==> src/rtl/bfnp_pkg.sv <==
// ----------------------------------------------------------------------------
// Bitmap search package
// Sizes, operation codes, microcode format and the control program.
// ----------------------------------------------------------------------------
`default_nettype none

package bfnp_pkg;

  localparam int MAP_BITS  = 4096;
  localparam int WORD_BITS = 32;
  localparam int MAP_WORDS = MAP_BITS / WORD_BITS;
  localparam int POS_W     = $clog2(MAP_BITS);
  localparam int BIT_W     = $clog2(WORD_BITS);
  localparam int ADDR_W    = $clog2(MAP_WORDS);
  localparam int FUNC_W    = 3;
  localparam int STEP_W    = 3;

  typedef logic [POS_W-1:0]     pos_t;
  typedef logic [WORD_BITS-1:0] word_t;
  typedef logic [ADDR_W-1:0]    addr_t;
  typedef logic [BIT_W-1:0]     bit_idx_t;
  typedef logic [FUNC_W-1:0]    func_t;
  typedef logic [STEP_W-1:0]    step_t;

  localparam func_t FUNC_SET   = 3'd0;
  localparam func_t FUNC_CLEAR = 3'd1;
  localparam func_t FUNC_READ  = 3'd2;
  localparam func_t FUNC_NEXT  = 3'd3;
  localparam func_t FUNC_PREV  = 3'd4;

  typedef enum logic [2:0] {
    OP_NOP,
    OP_CAPTURE,
    OP_READ,
    OP_RW,
    OP_SCAN_FWD,
    OP_SCAN_BWD,
    OP_RESULT
  } op_t;

  typedef enum logic [2:0] {
    COND_ALWAYS,
    COND_IN_VALID,
    COND_FWD,
    COND_BWD,
    COND_FWD_END,
    COND_BWD_END,
    COND_OUT_FREE
  } cond_t;

  typedef struct packed {
    op_t   op;
    cond_t cond;
    step_t tgt_true;
    step_t tgt_false;
  } ctrl_t;

  typedef struct packed {
    logic in_valid;
    logic is_fwd;
    logic is_bwd;
    logic fwd_end;
    logic bwd_end;
    logic out_free;
  } status_t;

  localparam step_t STEP_IDLE     = 3'd0;
  localparam step_t STEP_READ     = 3'd1;
  localparam step_t STEP_TEST_FWD = 3'd2;
  localparam step_t STEP_TEST_BWD = 3'd3;
  localparam step_t STEP_UPDATE   = 3'd4;
  localparam step_t STEP_SCAN_FWD = 3'd5;
  localparam step_t STEP_SCAN_BWD = 3'd6;
  localparam step_t STEP_DONE     = 3'd7;

  // Control program: one word per step, two-way branch on a condition.
  function automatic ctrl_t ucode(step_t s);
    ctrl_t c;
    case (s)
      STEP_IDLE:     c = '{OP_CAPTURE,  COND_IN_VALID, STEP_READ,     STEP_IDLE};
      STEP_READ:     c = '{OP_READ,     COND_ALWAYS,   STEP_TEST_FWD, STEP_TEST_FWD};
      STEP_TEST_FWD: c = '{OP_NOP,      COND_FWD,      STEP_SCAN_FWD, STEP_TEST_BWD};
      STEP_TEST_BWD: c = '{OP_NOP,      COND_BWD,      STEP_SCAN_BWD, STEP_UPDATE};
      STEP_UPDATE:   c = '{OP_RW,       COND_ALWAYS,   STEP_DONE,     STEP_DONE};
      STEP_SCAN_FWD: c = '{OP_SCAN_FWD, COND_FWD_END,  STEP_DONE,     STEP_SCAN_FWD};
      STEP_SCAN_BWD: c = '{OP_SCAN_BWD, COND_BWD_END,  STEP_DONE,     STEP_SCAN_BWD};
      STEP_DONE:     c = '{OP_RESULT,   COND_OUT_FREE, STEP_IDLE,     STEP_DONE};
      default:       c = '{OP_NOP,      COND_ALWAYS,   STEP_IDLE,     STEP_IDLE};
    endcase
    return c;
  endfunction

endpackage

`default_nettype wire

==> src/rtl/bfnp_ram.sv <==
// ----------------------------------------------------------------------------
// Generic RAM
// One write port and one read port with registered read data.
// ----------------------------------------------------------------------------
`default_nettype none

module bfnp_ram #(
  parameter int WIDTH = 32,
  parameter int DEPTH = 128
) (
  input  logic                     clk,
  input  logic                     we,
  input  logic [$clog2(DEPTH)-1:0] waddr,
  input  logic [WIDTH-1:0]         wdata,
  input  logic                     re,
  input  logic [$clog2(DEPTH)-1:0] raddr,
  output logic [WIDTH-1:0]         rdata
);

  logic [WIDTH-1:0] mem [DEPTH];

  always_ff @(posedge clk) begin
    if (we) begin
      mem[waddr] <= wdata;
    end
    if (re) begin
      rdata <= mem[raddr];
    end
  end

endmodule

`default_nettype wire

==> src/rtl/bfnp_seq.sv <==
// ----------------------------------------------------------------------------
// Bitmap search sequencer
// Step counter over the control program with conditional branches.
// ----------------------------------------------------------------------------
`default_nettype none

module bfnp_seq (
  input  logic              clk,
  input  logic              rst,
  input  bfnp_pkg::status_t status,
  output bfnp_pkg::ctrl_t   ctrl
);

  import bfnp_pkg::*;

  step_t upc;
  step_t upc_next;
  logic  take;

  assign ctrl = ucode(upc);

  always_comb begin
    case (ctrl.cond)
      COND_ALWAYS:   take = 1'b1;
      COND_IN_VALID: take = status.in_valid;
      COND_FWD:      take = status.is_fwd;
      COND_BWD:      take = status.is_bwd;
      COND_FWD_END:  take = status.fwd_end;
      COND_BWD_END:  take = status.bwd_end;
      COND_OUT_FREE: take = status.out_free;
      default:       take = 1'b1;
    endcase
  end

  always_comb begin
    upc_next = take ? ctrl.tgt_true : ctrl.tgt_false;
  end

  always_ff @(posedge clk) begin
    if (rst) begin
      upc <= STEP_IDLE;
    end else begin
      upc <= upc_next;
    end
  end

endmodule

`default_nettype wire

==> src/rtl/bfnp_dpath.sv <==
// ----------------------------------------------------------------------------
// Bitmap search datapath
// Map memory, word address, bit masks, priority encoders and result register.
// ----------------------------------------------------------------------------
`default_nettype none

module bfnp_dpath (
  input  logic              clk,
  input  logic              rst,
  input  bfnp_pkg::ctrl_t   ctrl,
  input  logic              in_valid,
  input  bfnp_pkg::func_t   func,
  input  bfnp_pkg::pos_t    position,
  input  logic              out_stall,
  output bfnp_pkg::status_t status,
  output logic              out_valid,
  output logic              bit_value,
  output logic              found,
  output bfnp_pkg::pos_t    found_position
);

  import bfnp_pkg::*;

  func_t    func_r;
  addr_t    waddr;
  bit_idx_t bitsel;
  logic     first;
  logic     res_bit;
  logic     res_found;
  pos_t     res_pos;
  logic     vld [MAP_WORDS];
  logic     vld_q;

  pos_t     start_pos;
  word_t    ram_rdata;
  word_t    cur_word;
  word_t    above;
  word_t    fwd_word;
  word_t    bwd_word;
  word_t    bit_mask;
  word_t    wdata;
  bit_idx_t fwd_idx;
  bit_idx_t bwd_idx;
  logic     fwd_hit;
  logic     bwd_hit;
  logic     ram_re;
  logic     ram_we;
  addr_t    raddr;
  logic     out_free;
  logic     load;

  // A word never written since reset reads as all zero.
  assign cur_word = vld_q ? ram_rdata : '0;

  // Backward search excludes its start; position zero wraps to the top bit.
  always_comb begin
    if (func == FUNC_PREV) begin
      start_pos = (position == '0) ? '1 : position - pos_t'(1);
    end else begin
      start_pos = position;
    end
  end

  assign above    = ({WORD_BITS{1'b1}} << bitsel) << 1;
  assign fwd_word = cur_word & (first ? above : '1);
  assign bwd_word = cur_word & (first ? ~above : '1)
                  & ((waddr == '0) ? ~word_t'(1) : '1);
  assign fwd_hit  = |fwd_word;
  assign bwd_hit  = |bwd_word;

  always_comb begin
    fwd_idx = '0;
    for (int i = WORD_BITS - 1; i >= 0; i--) begin
      if (fwd_word[i]) begin
        fwd_idx = bit_idx_t'(i);
      end
    end
  end

  always_comb begin
    bwd_idx = '0;
    for (int i = 0; i < WORD_BITS; i++) begin
      if (bwd_word[i]) begin
        bwd_idx = bit_idx_t'(i);
      end
    end
  end

  always_comb begin
    case (ctrl.op)
      OP_SCAN_FWD: raddr = waddr + addr_t'(1);
      OP_SCAN_BWD: raddr = waddr - addr_t'(1);
      default:     raddr = waddr;
    endcase
  end

  assign ram_re   = (ctrl.op == OP_READ) || (ctrl.op == OP_SCAN_FWD)
                 || (ctrl.op == OP_SCAN_BWD);
  assign ram_we   = (ctrl.op == OP_RW)
                 && ((func_r == FUNC_SET) || (func_r == FUNC_CLEAR));
  assign bit_mask = word_t'(1) << bitsel;
  assign wdata    = (func_r == FUNC_SET) ? (cur_word | bit_mask) : (cur_word & ~bit_mask);

  bfnp_ram #(
    .WIDTH (WORD_BITS),
    .DEPTH (MAP_WORDS)
  ) u_map (
    .clk   (clk),
    .we    (ram_we),
    .waddr (waddr),
    .wdata (wdata),
    .re    (ram_re),
    .raddr (raddr),
    .rdata (ram_rdata)
  );

  always_ff @(posedge clk) begin
    if (rst) begin
      for (int i = 0; i < MAP_WORDS; i++) begin
        vld[i] <= 1'b0;
      end
    end else if (ram_we) begin
      vld[waddr] <= 1'b1;
    end
  end

  always_ff @(posedge clk) begin
    if (ram_re) begin
      vld_q <= vld[raddr];
    end
  end

  always_ff @(posedge clk) begin
    case (ctrl.op)
      OP_CAPTURE: begin
        func_r    <= func;
        waddr     <= start_pos[POS_W-1:BIT_W];
        bitsel    <= start_pos[BIT_W-1:0];
        first     <= 1'b1;
        res_bit   <= 1'b0;
        res_found <= 1'b0;
        res_pos   <= '0;
      end
      OP_RW: begin
        if (func_r == FUNC_READ) begin
          res_bit <= cur_word[bitsel];
        end
      end
      OP_SCAN_FWD: begin
        waddr <= waddr + addr_t'(1);
        first <= 1'b0;
        if (fwd_hit) begin
          res_found <= 1'b1;
          res_pos   <= {waddr, fwd_idx};
        end
      end
      OP_SCAN_BWD: begin
        waddr <= waddr - addr_t'(1);
        first <= 1'b0;
        if (bwd_hit) begin
          res_found <= 1'b1;
          res_pos   <= {waddr, bwd_idx};
        end
      end
      default: begin
      end
    endcase
  end

  assign out_free = !out_valid || !out_stall;
  assign load     = (ctrl.op == OP_RESULT) && out_free;

  always_ff @(posedge clk) begin
    if (rst) begin
      out_valid <= 1'b0;
    end else if (load) begin
      out_valid <= 1'b1;
    end else if (!out_stall) begin
      out_valid <= 1'b0;
    end
  end

  always_ff @(posedge clk) begin
    if (load) begin
      bit_value      <= res_bit;
      found          <= res_found;
      found_position <= res_pos;
    end
  end

  assign status.in_valid = in_valid;
  assign status.is_fwd   = (func_r == FUNC_NEXT);
  assign status.is_bwd   = (func_r == FUNC_PREV);
  assign status.fwd_end  = fwd_hit || (waddr == addr_t'(MAP_WORDS - 1));
  assign status.bwd_end  = bwd_hit || (waddr == '0);
  assign status.out_free = out_free;

endmodule

`default_nettype wire

==> src/rtl/bitmap_find_next_prev_set.sv <==
// ----------------------------------------------------------------------------
// Page-in-use bitmap with nearest set bit search
// Set, clear and read single marks, and find the nearest set mark above or
// below a position, in a 4096-bit map held as 128 words of 32 bits.
// ----------------------------------------------------------------------------
// Usage: each input transaction carries an operation code (func) and a bit
// position; every input transaction yields exactly one output transaction.
// The block works on one transaction at a time. in_stall is low only while
// the sequencer waits in its idle step. Set, clear and read pass from the
// idle step through the read step, both test steps and the update step to
// the final step. A forward search passes through the read and forward test
// steps, a backward search also through the backward test step, into a scan
// loop that reads one memory word per cycle through the single read port of
// the map RAM until a hit or the end of the map. The next transaction is
// accepted in the cycle after the result is loaded into the output register.
// The result sits in an output register, so a new request is accepted and
// processed while an earlier result still waits; when the receiver stalls,
// the sequencer holds in its final step until that register frees up.
// Reset clears the sequencer and the output valid flag, and marks every map
// word as never written so that the whole map reads as zero at once, with
// no clearing pass.
// ----------------------------------------------------------------------------
`default_nettype none

module bitmap_find_next_prev_set (
  input  logic            clk,
  input  logic            rst,
  input  logic            in_valid,
  output logic            in_stall,
  input  bfnp_pkg::func_t func,
  input  bfnp_pkg::pos_t  position,
  output logic            out_valid,
  input  logic            out_stall,
  output logic            bit_value,
  output logic            found,
  output bfnp_pkg::pos_t  found_position
);

  import bfnp_pkg::*;

  ctrl_t   ctrl;
  status_t status;

  // The sequencer steps through a small control program: capture, read the
  // first word, dispatch on the operation, then either update or read one
  // word, or scan word by word until a hit or the end of the map, and finally
  // hand the result to the output register.
  bfnp_seq u_seq (
    .clk    (clk),
    .rst    (rst),
    .status (status),
    .ctrl   (ctrl)
  );

  bfnp_dpath u_dpath (
    .clk            (clk),
    .rst            (rst),
    .ctrl           (ctrl),
    .in_valid       (in_valid),
    .func           (func),
    .position       (position),
    .out_stall      (out_stall),
    .status         (status),
    .out_valid      (out_valid),
    .bit_value      (bit_value),
    .found          (found),
    .found_position (found_position)
  );

  // A request is taken only in the idle step, which captures it.
  assign in_stall = (ctrl.op != OP_CAPTURE);

endmodule

`default_nettype wire

==> config.mk <==
export PLATFORM = sky130hd
export DESIGN_NAME = bitmap_find_next_prev_set
export DESIGN_NICKNAME = d
export VERILOG_FILES = /design/src/rtl/bfnp_pkg.sv /design/src/rtl/bfnp_ram.sv /design/src/rtl/bfnp_seq.sv /design/src/rtl/bfnp_dpath.sv /design/src/rtl/bitmap_find_next_prev_set.sv
export SDC_FILE = /design/constraint.sdc
export NUM_CORES = 2
export LEC_CHECK = 0
export ABC_CLOCK_PERIOD_IN_PS = 27700
export BUFFER_PORTS_ARGS = -buffer_cell sky130_fd_sc_hd__buf_2
export CAP_MARGIN = 30
export CORE_MARGIN = 3
export CORE_UTILIZATION = 68
export CTS_CLUSTER_SIZE = 8
export DETAILED_ROUTE_END_ITERATION = 10
export PLACE_DENSITY = 0.84
export SETUP_SLACK_MARGIN = 0.1
export SKIP_LAST_GASP = 1
export SLEW_MARGIN = 15
export SYNTH_ARGS = -nofsm -noshare
export SYNTH_HDL_FRONTEND = slang
export SYNTH_MEMORY_MAX_BITS = 65536
export SYNTH_SLANG_ARGS = --single-unit
export TNS_END_PERCENT = 50
==> constraint.sdc <==
create_clock -name clk -period 27.7 [get_ports clk]
set_input_delay 0 -clock clk [delete_from_list [all_inputs] [get_ports clk]]
set_output_delay 0 -clock clk [all_outputs]
set_load 0.02 [all_outputs]
==> flow_metrics.env <==
export IMPL_synth_seq_cells=4313
export IMPL_timing_critical_path_mode_cell="buf_4"
export IMPL_r2r_end="u_dpath.u_map.rdata[21]"
export IMPL_dp_hpwl_um=263000
export IMPL_worstSkewPairLatency_ns=1.07
export IMPL_multiInputGateArea_sq_um=44900
export IMPL_synth_edf_count=4173
export IMPL_ys_seq_area_frac=0.736
export IMPL_layout_min_cycle_time_ns=7.29
export IMPL_post_cts_resized=0
export IMPL_clock_root_buffer="clkbuf_16"
export IMPL_track_usage=0.403
export IMPL_muxShareOfSynthArea=0.191
export IMPL_hold_ws_ns=0.0000629
export IMPL_die_area_sq_um=262000
export IMPL_clock_skew_ns=0.110
export IMPL_grt_first_pass_wirelength_um=747000
export IMPL_drtAntennaViolNets=0
export IMPL_maxCapViolCount=0
export IMPL_synth_most_common_cell="edfxtp_1"
export IMPL_async_reset_ff_frac=0
export IMPL_critPathCaptureType="flip-flop"
export IMPL_syn_area_per_cell_sq_um=18.2
export IMPL_postCtsSetupBuffers=0
export IMPL_num_fill_cells=11890
export IMPL_synth_fa_ha_area_frac=0.000992
export IMPL_cts_buffer_depth=4
export IMPL_portBuffers=34
export IMPL_dr_first_iter_drc_count=17908
export IMPL_synth_xor_area_share=0.00132
export IMPL_io_pins=35
export IMPL_worstPathCellList="inv_1 > ha_1 > xor2_1 > mux2i_4 > buf_4 > buf_12 > buf_12 > buf_4 > buf_4 > mux2i_1 > mux2i_1 > mux2_2 > o22a_1 > nand4_1"
export IMPL_synth_top_area_frac=0.720
export IMPL_ff2ff_path_depth=14
export IMPL_power_frac_clock=0.316
export IMPL_cp_required_ns=28.40
export IMPL_core_sq_um=254000
export IMPL_grt_pass1_vias=102001
export IMPL_hold_path_cell_count=3
export IMPL_holdCritStartpoint="rst"
export IMPL_final_setup_viol_count=0
export IMPL_path_max_fanout=108
export IMPL_grt_max_degree=156
export IMPL_fin_tns_setup_ns=0
export IMPL_synth_top_family_by_area="multiplexers"
export IMPL_yosys_area_top_type="edfxtp_1"
export IMPL_numCtsBuffers=621
export IMPL_critPathMaxStageDelay_ns=0.84
export IMPL_synth_distinct_cells=84
export IMPL_via_per_inst=7.47
export IMPL_vdd_ir_drop_max_mv=0.133
export IMPL_power_net_switching_w=0.00751
export IMPL_rows=185
export IMPL_crit_type="reg -> reg"
export IMPL_min_path_type="in -> reg"
export IMPL_rsz0062_at_grt="no"
export IMPL_max_freq_mhz=137
export IMPL_die_y_um=512
export IMPL_p_leak_nw=69.9
export IMPL_drt_first_pass_iters=11
export IMPL_slowest_stage="buf_4"
export IMPL_netlist_instances=9587
export IMPL_drc_errors=1
export IMPL_synthTopCellsByArea="edfxtp_1 (72%), mux2i_1 (14%), mux4_2 (4.4%)"
export IMPL_yosys_most_used_dff="edfxtp_1"
export IMPL_h_tree_depth=6
export IMPL_synth_compound_area_frac=0.0302
export IMPL_cts_tree="done"
export IMPL_arrival_ns=7.99
export IMPL_cts_clk_slew_worst_paths_ns=0.06
export IMPL_slew_violations=0
export IMPL_vias=102462
export IMPL_power_frac_comb=0.319
export IMPL_grt_overflow_total=0
export IMPL_r2r_slack_ns=20.41
export IMPL_final_layout_size_suffix_gt1_frac=0.170
export IMPL_p_seq_frac=0.365
export IMPL_p_per_area_nw_per_um2=111
export IMPL_antenna_found_initial=27
export IMPL_syn_cell_area_sq_um=174000
export IMPL_intPower_w=0.0144
export IMPL_violations="design-rule violations"
export IMPL_min_to="u_dpath.vld[92]"
export IMPL_totalWireLength_um=535000
export IMPL_synth_common_cells="edfxtp_1 (4173), mux2i_1 (2410), nor2_1 (428)"
export IMPL_r2r_start="u_dpath.waddr[0]"
export IMPL_wl_per_cell_um=39.1
export IMPL_clkSinkCount=4313
export IMPL_status="finished, violations left"
export IMPL_synth_fp_nets=9619
export IMPL_swShare=0.343
export IMPL_place_congestion=0.963
export IMPL_ff_latch_area_sq_um=128000
export IMPL_finalHoldViolCount=0
export IMPL_start_util=0.684
export IMPL_ys_warn_count=0
export IMPL_period_share=0.263
export IMPL_critPathLaunchType="flip-flop"
export IMPL_tightest_slew_ns=1.24
export IMPL_yosys_area_share_simple=0.0253
export IMPL_die_w_um=512
export IMPL_layout_nets=10100
export IMPL_max_slew_margin=0.171
export IMPL_syn_to_final_growth_pct=13.9
metal layers:
layer	wire length, um	up-vias	GRT usage
li1	-	39097	-
met1	165000	50739	0.483
met2	243000	10044	0.603
met3	73500	2566	0.134
met4	53900	16	0.325
met5	299	-	0.00110
registers in the layout, summed over array words and instances, names as in the netlist:
register,flops
u_dpath.bit_value,1
u_dpath.bitsel,5
u_dpath.first,1
u_dpath.found,1
u_dpath.found_position,12
u_dpath.func_r,3
u_dpath.out_valid,1
u_dpath.res_bit,1
u_dpath.res_found,1
u_dpath.res_pos,12
u_dpath.u_map.mem,4096
u_dpath.u_map.rdata,32
u_dpath.vld,128
u_dpath.vld_q,1
u_dpath.waddr,7
u_seq.ctrl,11
stage by stage:
| step | area [sq um] | power [W] | utilization | std cells | setup WS, ns |
|---|---|---|---|---|---|
| 5_1_grt | 198000 | 0.0222 | 0.779 | 13694 | 20.29 |
| 6_report | 198000 | 0.0219 | 0.779 | 13709 | 20.41 |
| 4_1_cts | 198000 | 0.0215 | 0.778 | 13669 | 20.72 |
| 3_3_place_gp | 180000 | 0.0143 | 0.707 | 12719 | 20.92 |
| 3_5_place_dp | 180000 | 0.0146 | 0.709 | 12749 | 20.86 |
| 2_1_floorplan | 174000 | 0.0124 | - | 9587 | 17.41 |
critical path: cells and delay by family (launching register included):
family | cells | cell delay [ns]
fa+ha+maj | 1 | 0.37
simple gates | 1 | 0.22
mux | 4 | 0.82
buf+inv | 6 | 3.61
flops | 1 | 0.64
compound gates | 1 | 0.62
xor+xnor | 1 | 0.22
power groups by stage:
stage                     Combinational (W)  Clock, W  Sequential, W
after floorplan                     0.00423         0        0.00818
after global placement              0.00619         0        0.00811
after detailed placement            0.00644         0        0.00811
after CTS                           0.00666   0.00690        0.00799
after global routing                0.00710   0.00716        0.00798
final                               0.00700   0.00692        0.00800
cell usage in the layout, fill, tap and decap left out, types with 12 or more instances in the layout:
| cell | Yosys | routed |
|---|---|---|
| nor2_1 | 428 | 300 |
| buf_4 | 10 | 283 |
| inv_6 | 0 | 13 |
| dfxtp_1 | 140 | 140 |
| nand2_1 | 297 | 295 |
| o22a_1 | 66 | 66 |
| a31oi_1 | 12 | 12 |
| mux2i_4 | 0 | 25 |
| o21ba_2 | 17 | 17 |
| a21oi_1 | 249 | 248 |
| buf_16 | 0 | 15 |
| clkbuf_1 | 280 | 213 |
| mux2i_1 | 2410 | 2385 |
| nand4_1 | 42 | 42 |
| diode_2 | 0 | 19 |
| a22oi_1 | 42 | 42 |
| a211oi_1 | 72 | 56 |
| or2_2 | 13 | 13 |
| clkbuf_16 | 0 | 636 |
| dlygate4sd3_1 | 0 | 41 |
| o21ai_0 | 82 | 75 |
| inv_1 | 20 | 20 |
| ha_1 | 13 | 13 |
| mux4_2 | 339 | 339 |
| nand3_1 | 39 | 38 |
| a211oi_2 | 0 | 15 |
| edfxtp_1 | 4173 | 4173 |
| buf_12 | 0 | 24 |
| buf_2 | 234 | 50 |
| a221oi_1 | 134 | 134 |
| nor2_4 | 0 | 128 |
| nor3_1 | 88 | 88 |
| mux2_2 | 135 | 134 |
timing repair:
| item | in CTS | in global routing |
|---|---|---|
| hold buffers | 41 | 0 |
| setup endpoints to repair | 0 | 0 |
| endpoints found under the hold margin | 143 | 0 |
cell families after synthesis:
kind of cell / count (synthesis)
mux: 2885
simple gates: 1004
fa+ha+maj: 14
xor+xnor: 24
buf+inv: 582
compound gates: 765
flops: 4313
layout make-up:
class,instances,share of cell area
diodes,19,0.000240
clock buffers,849,0.0843
clock inverters,30,0.00225
inverters,20,0.000379
multi-input cells,4692,0.227
flip-flops and latches,4313,0.646
well taps,3366,0.0212
repair buffers,420,0.0190
worst max-delay path by stage:
stage,from,to,slack [ns]
6_report,u_dpath.waddr[0],u_dpath.u_map.rdata[21],20.41
5_1_grt,u_dpath.waddr[0],u_dpath.u_map.rdata[24],20.29
4_1_cts,u_dpath.waddr[0],u_dpath.u_map.rdata[21],20.72
3_5_place_dp,u_dpath.waddr[0],u_dpath.u_map.rdata[24],20.86
3_3_place_gp,u_seq.ctrl[8],u_dpath.vld_q,20.92
2_1_floorplan,u_dpath.bitsel[1],u_dpath.u_map.mem[0][14],17.41
No activity file was read; power rests on OpenSTA's default activity.
